<file path="config.mk">
export PLATFORM = sky130hd
export DESIGN_NAME = touch_gesture_to_mouse
export DESIGN_NICKNAME = d
export VERILOG_FILES = /design/src/rtl/tgm_pkg.sv /design/src/rtl/touch_gesture_to_mouse.sv
export SDC_FILE = /design/constraint.sdc
export NUM_CORES = 2
export LEC_CHECK = 0
export ABC_AREA = 1
export BUFFER_PORTS_ARGS = -buffer_cell sky130_fd_sc_hd__buf_2
export CORE_MARGIN = 5
export CORE_UTILIZATION = 58
export CTS_BUF_LIST = sky130_fd_sc_hd__clkbuf_16
export CTS_CLUSTER_SIZE = 24
export DETAILED_ROUTE_END_ITERATION = 16
export PLACE_DENSITY_LB_ADDON = 0.12
export SLEW_MARGIN = 10
export SYNTH_ARGS = -nofsm -noshare
export SYNTH_HDL_FRONTEND = slang
export SYNTH_SLANG_ARGS = --single-unit
</file>
<file path="constraint.sdc">
create_clock -name clk -period 8 [get_ports clk]
set_input_delay 0.8 -clock clk [delete_from_list [all_inputs] [get_ports clk]]
set_output_delay 0.8 -clock clk [all_outputs]
set_load 0.02 [all_outputs]
</file>
<file path="src/rtl/tgm_pkg.sv">
// Shared constants and codes for the touch gesture to mouse translator.
package tgm_pkg;

  localparam int FINGER_SLOTS_DEF = 5;
  localparam int REPORTED_POINTS  = 5;

  localparam int COORD_W = 12;
  localparam int TIME_W  = 32;
  localparam int COUNT_W = 3;
  localparam int MLIM_W  = 13;
  localparam int TLIM_W  = 16;
  localparam int GAIN_W  = 16;
  localparam int CFG_IDX_W  = 2;
  localparam int CFG_DATA_W = 16;

  // Configuration register indexes.
  localparam logic [CFG_IDX_W-1:0] CFG_TAP_MOVE_LIMIT = 2'd0;
  localparam logic [CFG_IDX_W-1:0] CFG_TAP_TIME_LIMIT = 2'd1;
  localparam logic [CFG_IDX_W-1:0] CFG_MOVE_GAIN      = 2'd2;

  localparam logic [MLIM_W-1:0] TAP_MOVE_LIMIT_RST = 13'd20;
  localparam logic [TLIM_W-1:0] TAP_TIME_LIMIT_RST = 16'd200;
  localparam logic [GAIN_W-1:0] MOVE_GAIN_RST      = 16'd256;

  // Result action codes.
  localparam logic ACT_MOVE  = 1'b0;
  localparam logic ACT_CLICK = 1'b1;

  // Button codes.
  localparam logic [1:0] BTN_LEFT   = 2'd0;
  localparam logic [1:0] BTN_RIGHT  = 2'd1;
  localparam logic [1:0] BTN_MIDDLE = 2'd2;

  localparam logic signed [7:0] MOVE_MAX = 8'sd127;

  typedef logic [COORD_W-1:0] coord_t;

endpackage

</file>
<file path="src/rtl/touch_gesture_to_mouse.sv">
// Top level of the touch gesture to mouse translator.
// Each input beat is one touch-controller poll. A beat is captured in an input
// register; when the output register is free or being taken, a single pass of
// logic updates the per-finger session state and loads at most one result (a
// pointer move or a button click) into the output register. One poll is taken
// every cycle while the output is not stalled; the limit is the one registered
// pass that both updates the session state and fills the output register, so
// when the output register is full and not taken, in_ready drops once the
// input register is occupied too.
module touch_gesture_to_mouse
  import tgm_pkg::*;
#(
  parameter int FINGER_SLOTS = FINGER_SLOTS_DEF
) (
  input  logic                    clk,
  input  logic                    rst_n,
  input  logic                    cfg_valid,
  output logic                    cfg_ready,
  input  logic [CFG_IDX_W-1:0]    cfg_index,
  input  logic [CFG_DATA_W-1:0]   cfg_data,
  input  logic                    in_valid,
  output logic                    in_ready,
  input  logic [COUNT_W-1:0]      in_finger_count,
  input  logic [TIME_W-1:0]       in_now_ms,
  input  logic [COORD_W-1:0]      in_x0,
  input  logic [COORD_W-1:0]      in_y0,
  input  logic [COORD_W-1:0]      in_x1,
  input  logic [COORD_W-1:0]      in_y1,
  input  logic [COORD_W-1:0]      in_x2,
  input  logic [COORD_W-1:0]      in_y2,
  input  logic [COORD_W-1:0]      in_x3,
  input  logic [COORD_W-1:0]      in_y3,
  input  logic [COORD_W-1:0]      in_x4,
  input  logic [COORD_W-1:0]      in_y4,
  output logic                    out_valid,
  input  logic                    out_ready,
  output logic                    out_action,
  output logic signed [7:0]       out_move_x,
  output logic signed [7:0]       out_move_y,
  output logic [1:0]              out_button
);

  localparam int SLOTS = (FINGER_SLOTS < REPORTED_POINTS) ? FINGER_SLOTS : REPORTED_POINTS;
  localparam logic [COUNT_W-1:0] SLOTS_C = COUNT_W'(SLOTS);

  function automatic coord_t absdiff(input coord_t a, input coord_t b);
    return (a > b) ? coord_t'(a - b) : coord_t'(b - a);
  endfunction

  // Magnitude times Q8.8 gain, truncated, clamped to 127, then given the sign.
  function automatic logic [7:0] scale_delta(input coord_t a, input coord_t b,
                                             input logic [GAIN_W-1:0] g);
    logic [COORD_W+GAIN_W-1:0] prod;
    logic [6:0]                v;
    prod = (COORD_W+GAIN_W)'(absdiff(a, b)) * (COORD_W+GAIN_W)'(g);
    v    = (|prod[COORD_W+GAIN_W-1:15]) ? 7'(MOVE_MAX) : prod[14:8];
    return (a < b) ? (8'd0 - {1'b0, v}) : {1'b0, v};
  endfunction

  // Configuration registers.
  logic [MLIM_W-1:0] move_lim_r;
  logic [TLIM_W-1:0] time_lim_r;
  logic [GAIN_W-1:0] gain_r;

  assign cfg_ready = 1'b1;

  always_ff @(posedge clk) begin
    if (!rst_n) begin
      move_lim_r <= TAP_MOVE_LIMIT_RST;
      time_lim_r <= TAP_TIME_LIMIT_RST;
      gain_r     <= MOVE_GAIN_RST;
    end else if (cfg_valid && cfg_ready) begin
      case (cfg_index)
        CFG_TAP_MOVE_LIMIT: move_lim_r <= cfg_data[MLIM_W-1:0];
        CFG_TAP_TIME_LIMIT: time_lim_r <= cfg_data;
        CFG_MOVE_GAIN:      gain_r     <= cfg_data;
        default: ;
      endcase
    end
  end

  // Input register.
  logic               s1_valid_r;
  logic [COUNT_W-1:0] cnt_raw_r;
  logic [TIME_W-1:0]  now_r;
  coord_t             px_r [REPORTED_POINTS];
  coord_t             py_r [REPORTED_POINTS];
  logic               adv;

  assign adv      = s1_valid_r && (!out_valid || out_ready);
  assign in_ready = !s1_valid_r || adv;

  always_ff @(posedge clk) begin
    if (!rst_n) begin
      s1_valid_r <= 1'b0;
    end else if (in_ready) begin
      s1_valid_r <= in_valid;
    end
  end

  always_ff @(posedge clk) begin
    if (in_valid && in_ready) begin
      cnt_raw_r <= in_finger_count;
      now_r     <= in_now_ms;
      px_r[0]   <= in_x0;
      py_r[0]   <= in_y0;
      px_r[1]   <= in_x1;
      py_r[1]   <= in_y1;
      px_r[2]   <= in_x2;
      py_r[2]   <= in_y2;
      px_r[3]   <= in_x3;
      py_r[3]   <= in_y3;
      px_r[4]   <= in_x4;
      py_r[4]   <= in_y4;
    end
  end

  // Session state.
  coord_t             start_x_r [SLOTS];
  coord_t             start_y_r [SLOTS];
  coord_t             last_x_r  [SLOTS];
  coord_t             last_y_r  [SLOTS];
  logic [TIME_W-1:0]  start_t_r [SLOTS];
  logic [SLOTS-1:0]   active_r;
  logic               drag_r;
  logic [COUNT_W-1:0] prev_r;
  logic [COUNT_W-1:0] peak_r;

  coord_t             start_x_nxt [SLOTS];
  coord_t             start_y_nxt [SLOTS];
  coord_t             last_x_nxt  [SLOTS];
  coord_t             last_y_nxt  [SLOTS];
  logic [TIME_W-1:0]  start_t_nxt [SLOTS];
  logic [SLOTS-1:0]   active_nxt;
  logic               drag_nxt;
  logic [COUNT_W-1:0] peak_nxt;

  logic [COUNT_W-1:0] cnt;
  logic [SLOTS-1:0]   starting;
  logic               one_down;
  logic               release_all;
  logic               drag_eff;
  logic               drag_new;
  logic [MLIM_W-1:0]  travel;
  logic               move_hit;
  logic               tap_ok;
  logic [MLIM_W-1:0]  moved;
  logic [TIME_W-1:0]  held;

  always_comb begin
    cnt         = (cnt_raw_r > SLOTS_C) ? SLOTS_C : cnt_raw_r;
    release_all = (prev_r != '0) && (cnt == '0);

    // Slots from the previous count up to the new count begin a fresh touch.
    for (int i = 0; i < SLOTS; i++) begin
      starting[i]    = (COUNT_W'(i) >= prev_r) && (COUNT_W'(i) < cnt);
      start_x_nxt[i] = starting[i] ? px_r[i] : start_x_r[i];
      start_y_nxt[i] = starting[i] ? py_r[i] : start_y_r[i];
      last_x_nxt[i]  = starting[i] ? px_r[i] : last_x_r[i];
      last_y_nxt[i]  = starting[i] ? py_r[i] : last_y_r[i];
      start_t_nxt[i] = starting[i] ? now_r   : start_t_r[i];
      active_nxt[i]  = starting[i] | active_r[i];
    end
    peak_nxt = (cnt > peak_r) ? cnt : peak_r;
    drag_eff = starting[0] ? 1'b0 : drag_r;

    // Single-finger tracking works on the slot 0 values after any restart.
    one_down = (cnt == COUNT_W'(1)) && active_nxt[0];
    travel   = MLIM_W'(absdiff(px_r[0], start_x_nxt[0])) +
               MLIM_W'(absdiff(py_r[0], start_y_nxt[0]));
    drag_new = drag_eff || (travel > move_lim_r);
    move_hit = one_down && drag_new &&
               ((px_r[0] != last_x_nxt[0]) || (py_r[0] != last_y_nxt[0]));
    drag_nxt = one_down ? drag_new : drag_eff;
    if (one_down) begin
      last_x_nxt[0] = px_r[0];
      last_y_nxt[0] = py_r[0];
    end

    // Tap check across every slot that took part in the session.
    tap_ok = 1'b1;
    for (int i = 0; i < SLOTS; i++) begin
      moved = MLIM_W'(absdiff(last_x_r[i], start_x_r[i])) +
              MLIM_W'(absdiff(last_y_r[i], start_y_r[i]));
      held  = now_r - start_t_r[i];
      if ((COUNT_W'(i) < peak_r) &&
          ((moved > move_lim_r) || (held > TIME_W'(time_lim_r)))) begin
        tap_ok = 1'b0;
      end
    end

    if (release_all) begin
      for (int i = 0; i < SLOTS; i++) begin
        start_x_nxt[i] = '0;
        start_y_nxt[i] = '0;
        last_x_nxt[i]  = '0;
        last_y_nxt[i]  = '0;
        start_t_nxt[i] = '0;
      end
      active_nxt = '0;
      drag_nxt   = 1'b0;
      peak_nxt   = '0;
    end
  end

  always_ff @(posedge clk) begin
    if (!rst_n) begin
      for (int i = 0; i < SLOTS; i++) begin
        start_x_r[i] <= '0;
        start_y_r[i] <= '0;
        last_x_r[i]  <= '0;
        last_y_r[i]  <= '0;
        start_t_r[i] <= '0;
      end
      active_r <= '0;
      drag_r   <= 1'b0;
      prev_r   <= '0;
      peak_r   <= '0;
    end else if (adv) begin
      for (int i = 0; i < SLOTS; i++) begin
        start_x_r[i] <= start_x_nxt[i];
        start_y_r[i] <= start_y_nxt[i];
        last_x_r[i]  <= last_x_nxt[i];
        last_y_r[i]  <= last_y_nxt[i];
        start_t_r[i] <= start_t_nxt[i];
      end
      active_r <= active_nxt;
      drag_r   <= drag_nxt;
      prev_r   <= cnt;
      peak_r   <= peak_nxt;
    end
  end

  // Result register.
  logic              out_valid_r;
  logic              out_valid_nxt;
  logic              emit;
  logic              act_nxt;
  logic signed [7:0] mx_nxt;
  logic signed [7:0] my_nxt;
  logic [1:0]        btn_nxt;
  logic              act_r;
  logic signed [7:0] mx_r;
  logic signed [7:0] my_r;
  logic [1:0]        btn_r;

  always_comb begin
    emit    = move_hit || (release_all && tap_ok);
    act_nxt = ACT_MOVE;
    mx_nxt  = '0;
    my_nxt  = '0;
    btn_nxt = BTN_LEFT;
    if (release_all) begin
      act_nxt = ACT_CLICK;
      case (peak_r)
        COUNT_W'(1): btn_nxt = BTN_LEFT;
        COUNT_W'(2): btn_nxt = BTN_RIGHT;
        default:     btn_nxt = BTN_MIDDLE;
      endcase
    end else begin
      mx_nxt = scale_delta(px_r[0], last_x_r[0], gain_r);
      my_nxt = scale_delta(py_r[0], last_y_r[0], gain_r);
    end
    out_valid_nxt = adv ? emit : (out_valid_r && !out_ready);
  end

  always_ff @(posedge clk) begin
    if (!rst_n) begin
      out_valid_r <= 1'b0;
    end else begin
      out_valid_r <= out_valid_nxt;
    end
  end

  always_ff @(posedge clk) begin
    if (adv && emit) begin
      act_r <= act_nxt;
      mx_r  <= mx_nxt;
      my_r  <= my_nxt;
      btn_r <= btn_nxt;
    end
  end

  assign out_valid  = out_valid_r;
  assign out_action = act_r;
  assign out_move_x = mx_r;
  assign out_move_y = my_r;
  assign out_button = btn_r;

endmodule

</file>
==> flow_metrics.py <==
metrics = {
    "synth": {
        "synth_top_area_cell": "edfxtp_1",
        "ys_seq_area_frac": 0.2179,
        "synth.top_cell.area_share": 0.1932,
        "synth_seq_cells": 341,
        "synthMostInstantiatedCell": "nand2_1",
        "ys_types": 67,
        "synthArstFlopShare": 0,
        "syn_avg_cell_area_um2": 7.517,
        "yosysWarnings": 0,
        "syn-cell-area_um2": 44460,
        "synth_commonest_cells": "nand2_1 (1188), inv_1 (1128), nor2_1 (588)",
        "yosys_most_used_dff": "edfxtp_1",
        "syn_inst": 5914,
        "synth_area_leaders": "edfxtp_1 (19%), ha_1 (16%), fa_1 (13%)",
        "syn-num-nets": 6941,
        "synth_edf_count": 286,
    },
    "worst_setup_path": {
        "critPathLaunchType": "register",
        "critPathMaxStageDelay_ns": 0.54,
        "crit_required_ns": 8.35,
        "crit_path_frequent_cell": "buf_4",
        "crit_type": "register to register",
        "endpoint_kind": "register",
        "cp.arrival_ns": 8.37,
        "slowest_stage": "fa_2",
        "cp_max_fo": 4,
    },
    "finish": {
        "syn2layout_area_growth_pct": 18.45,
        "design_area_um2": 52660,
        "nFillCells": 6333,
        "fin_nets": 7448,
        "instances_no_fill": 7486,
        "drive_above_1_share": 0.1591,
    },
    "sta": {
        "fin_ws_ns": -0.01706,
        "period_share": 1.002,
        "slew_viol_final": 0,
        "timing.fmax_mhz": 124.7,
        "hold_viol": 0,
        "min_period_ns": 8.017,
        "rsz0062_at_grt": "yes",
        "max-slew-margin-rel": 0.1930,
        "hold_ws_ns": 0.3617,
        "setup_violations": 1,
        "tightest_slew_ns": 1.206,
        "fin_skew_ns": 0.05880,
    },
    "global_routing": {
        "grt_remaining_overflow": 0,
        "grt_max_degree": 60,
        "grt_pass1_wl_mm": 220.4,
        "grt_pass1_vias": 40455,
        "globalRouteTotalUtil": 0.3386,
        "antenna_found_initial": 2,
    },
    "pwr": {
        "seqPwrFrac": 0.138,
        "cellPowerDensity_nw_per_um2": 300.1,
        "p_clk_frac": 0.124,
        "vdd_drop_max_mv": 0.4857,
        "switching_share": 0.4845,
        "switching_power_mw": 7.658,
        "p_comb_frac": 0.738,
        "internal_power_mw": 8.146,
        "p_leak_nw": 25.32,
    },
    "cts": {
        "clock_sinks": 341,
        "postCtsHoldBufs": 0,
        "tritoncts": "built",
        "numCtsBuffers": 42,
        "clk_latency_ns": 0.61,
        "clkTransAtPathRegs_ns": 0.07,
        "htree_num_levels": 2,
        "cts_buffer_depth": 3,
        "cts_root_buf": "clkbuf_16",
    },
    "placement": {
        "placed_cells_incl_taps": 7339,
        "dp_slack_ns": -0.5972,
        "post_dp_cell_area_um2": 48950,
        "io_buffers": 102,
        "place_congestion": 0.9641,
        "dp_hpwl_mm": 117.7,
    },
    "status": {
        "violations": "setup timing",
        "outcome": "complete, but fails checks",
    },
    "detailed_routing": {
        "vias": 42268,
        "post_drt_via_cell_ratio": 5.646,
        "ant_nets": 0,
        "routed_wl_mm": 143.8,
        "drc": 0,
        "first_iter_violations": 3878,
        "wire_per_inst_um": 19.20,
        "first_pass_iters": 8,
    },
    "die": {
        "die_w_um": 286.9,
        "coreArea_um2": 75950,
        "die-area_um2": 82290,
        "io_pins": 200,
        "start_util": 0.5854,
        "num_rows": 101,
        "die_h_um": 286.9,
    },
    "job": {
        "drv_cap": 0,
    },
    "min_path": {
        "hold_path_class": "input port to register",
    },
}
[critical path: cells and delay by family, from the launching register on]
kind | cells | cell delay (ns)
buffers and inverters | 15 | 1.53
XOR/XNOR | 1 | 0.18
AO/OA/AOI/OAI | 6 | 0.98
flip-flops | 1 | 0.38
AND/OR/NAND/NOR | 16 | 1.34
adder cells (fa/ha/maj) | 8 | 3.32
[metal layers]
metal  share of wire  routed length, µm  up-vias  GRT usage
met5        0.000056                  8        -          0
met4           0.027               3899        2    0.07550
met3            0.11              15630      240    0.05353
met2            0.43              61450     1913     0.5190
met1            0.44              62780    19917     0.5078
li1                -                  -    20196          -
[final cells by class]
class | count | area, µm² | area share
flip-flops and latches | 341 | 9689 | 0.1840
multi-input cells | 4329 | 31750 | 0.6028
inverters | 1143 | 4328 | 0.08218
well taps | 1030 | 1289 | 0.02447
clock buffers | 42 | 1051 | 0.01996
clock inverters | 36 | 347.8 | 0.006605
diodes | 1 | 2.502 | 0.00004752
repair buffers | 564 | 4208 | 0.07990
[registers in the layout, indices dropped and copies added (netlist names), 3 cells and up]
name and count:
cnt_raw_r 3, gain_r 16, last_x_r 12, last_y_r 12
move_lim_r 13, now_r 32, out_move_x 8, out_move_y 8
peak_r 3, prev_r 3, px_r 12, py_r 12
start_t_r 160, start_x_r 12, start_y_r 12, time_lim_r 16
[power by group through the flow]
stage / Combinational (mW) / Sequential [mW] / Clock [mW]
floorplan: 5.80 / 2.17 / 0
global placement: 9.26 / 2.20 / 0
detailed placement: 9.41 / 2.20 / 0
CTS: 10.5 / 2.17 / 1.99
global route: 12.8 / 2.18 / 2.07
finish: 11.7 / 2.17 / 1.97
[timing repair]
item                                    CTS  global route
gates cloned                              1             1
setup buffers                            33            40
pin swaps                               140           203
endpoints found under the setup margin   15            36
resized for setup                       192           268
[cells in the final DEF (no fill, tap or decap), types with 55 or more instances in the layout]
master	count
a21oi_1	434
buf_2	102
buf_4	422
dfxtp_1	55
edfxtp_1	286
fa_1	279
ha_1	507
inv_1	1078
nand2_1	1146
nand3_1	170
nand4_1	61
nor2_1	537
o21ai_0	284
xnor2_1	82
xor2_1	161
[path summary, 6_finish.rpt]
kind | end | slack (ns) | depth (start not counted) | startpoint
worst max-delay path | out_move_y[6]$_SDFFCE_PP0P_ | -0.02 | 46 | py_r[0][0]$_DFFE_PP_
worst min-delay path | now_r[7]$_DFFE_PP_ | 0.36 | 1 | in_now_ms[7]
worst max register to register | out_move_y[6]$_SDFFCE_PP0P_ | -0.02 | 46 | py_r[0][0]$_DFFE_PP_
worst min register to register | active_r[0]$_SDFFE_PN0P_ | 0.47 | 2 | active_r[0]$_SDFFE_PN0P_
[cells by family (layout without fill, tap and decap cells)]
kind of cell,Yosys count,in the layout,share of synthesized area
adders and majority gates,849,849,0.2891
xor gates and xnor gates,247,247,0.04866
and+or+nand+nor,2177,2177,0.2032
buffers and inverters,1244,1785,0.1060
AOI/OAI and AO/OA,1045,1045,0.1326
DFF,341,341,0.2179
muxes,10,10,0.002336
other,1,2,0.00008435
[through the flow]
stage	power (mW)	utilization	TNS, ns
floorplan	7.969	-	-0.007560
detailed placement	11.61	0.6446	-4.474
CTS	14.64	0.6768	-0.02964
finish	15.80	0.6934	-0.01706
global placement	11.46	0.6446	-2.814
global route	17.03	0.6933	-2.890
(Power assumes the default switching activity.)
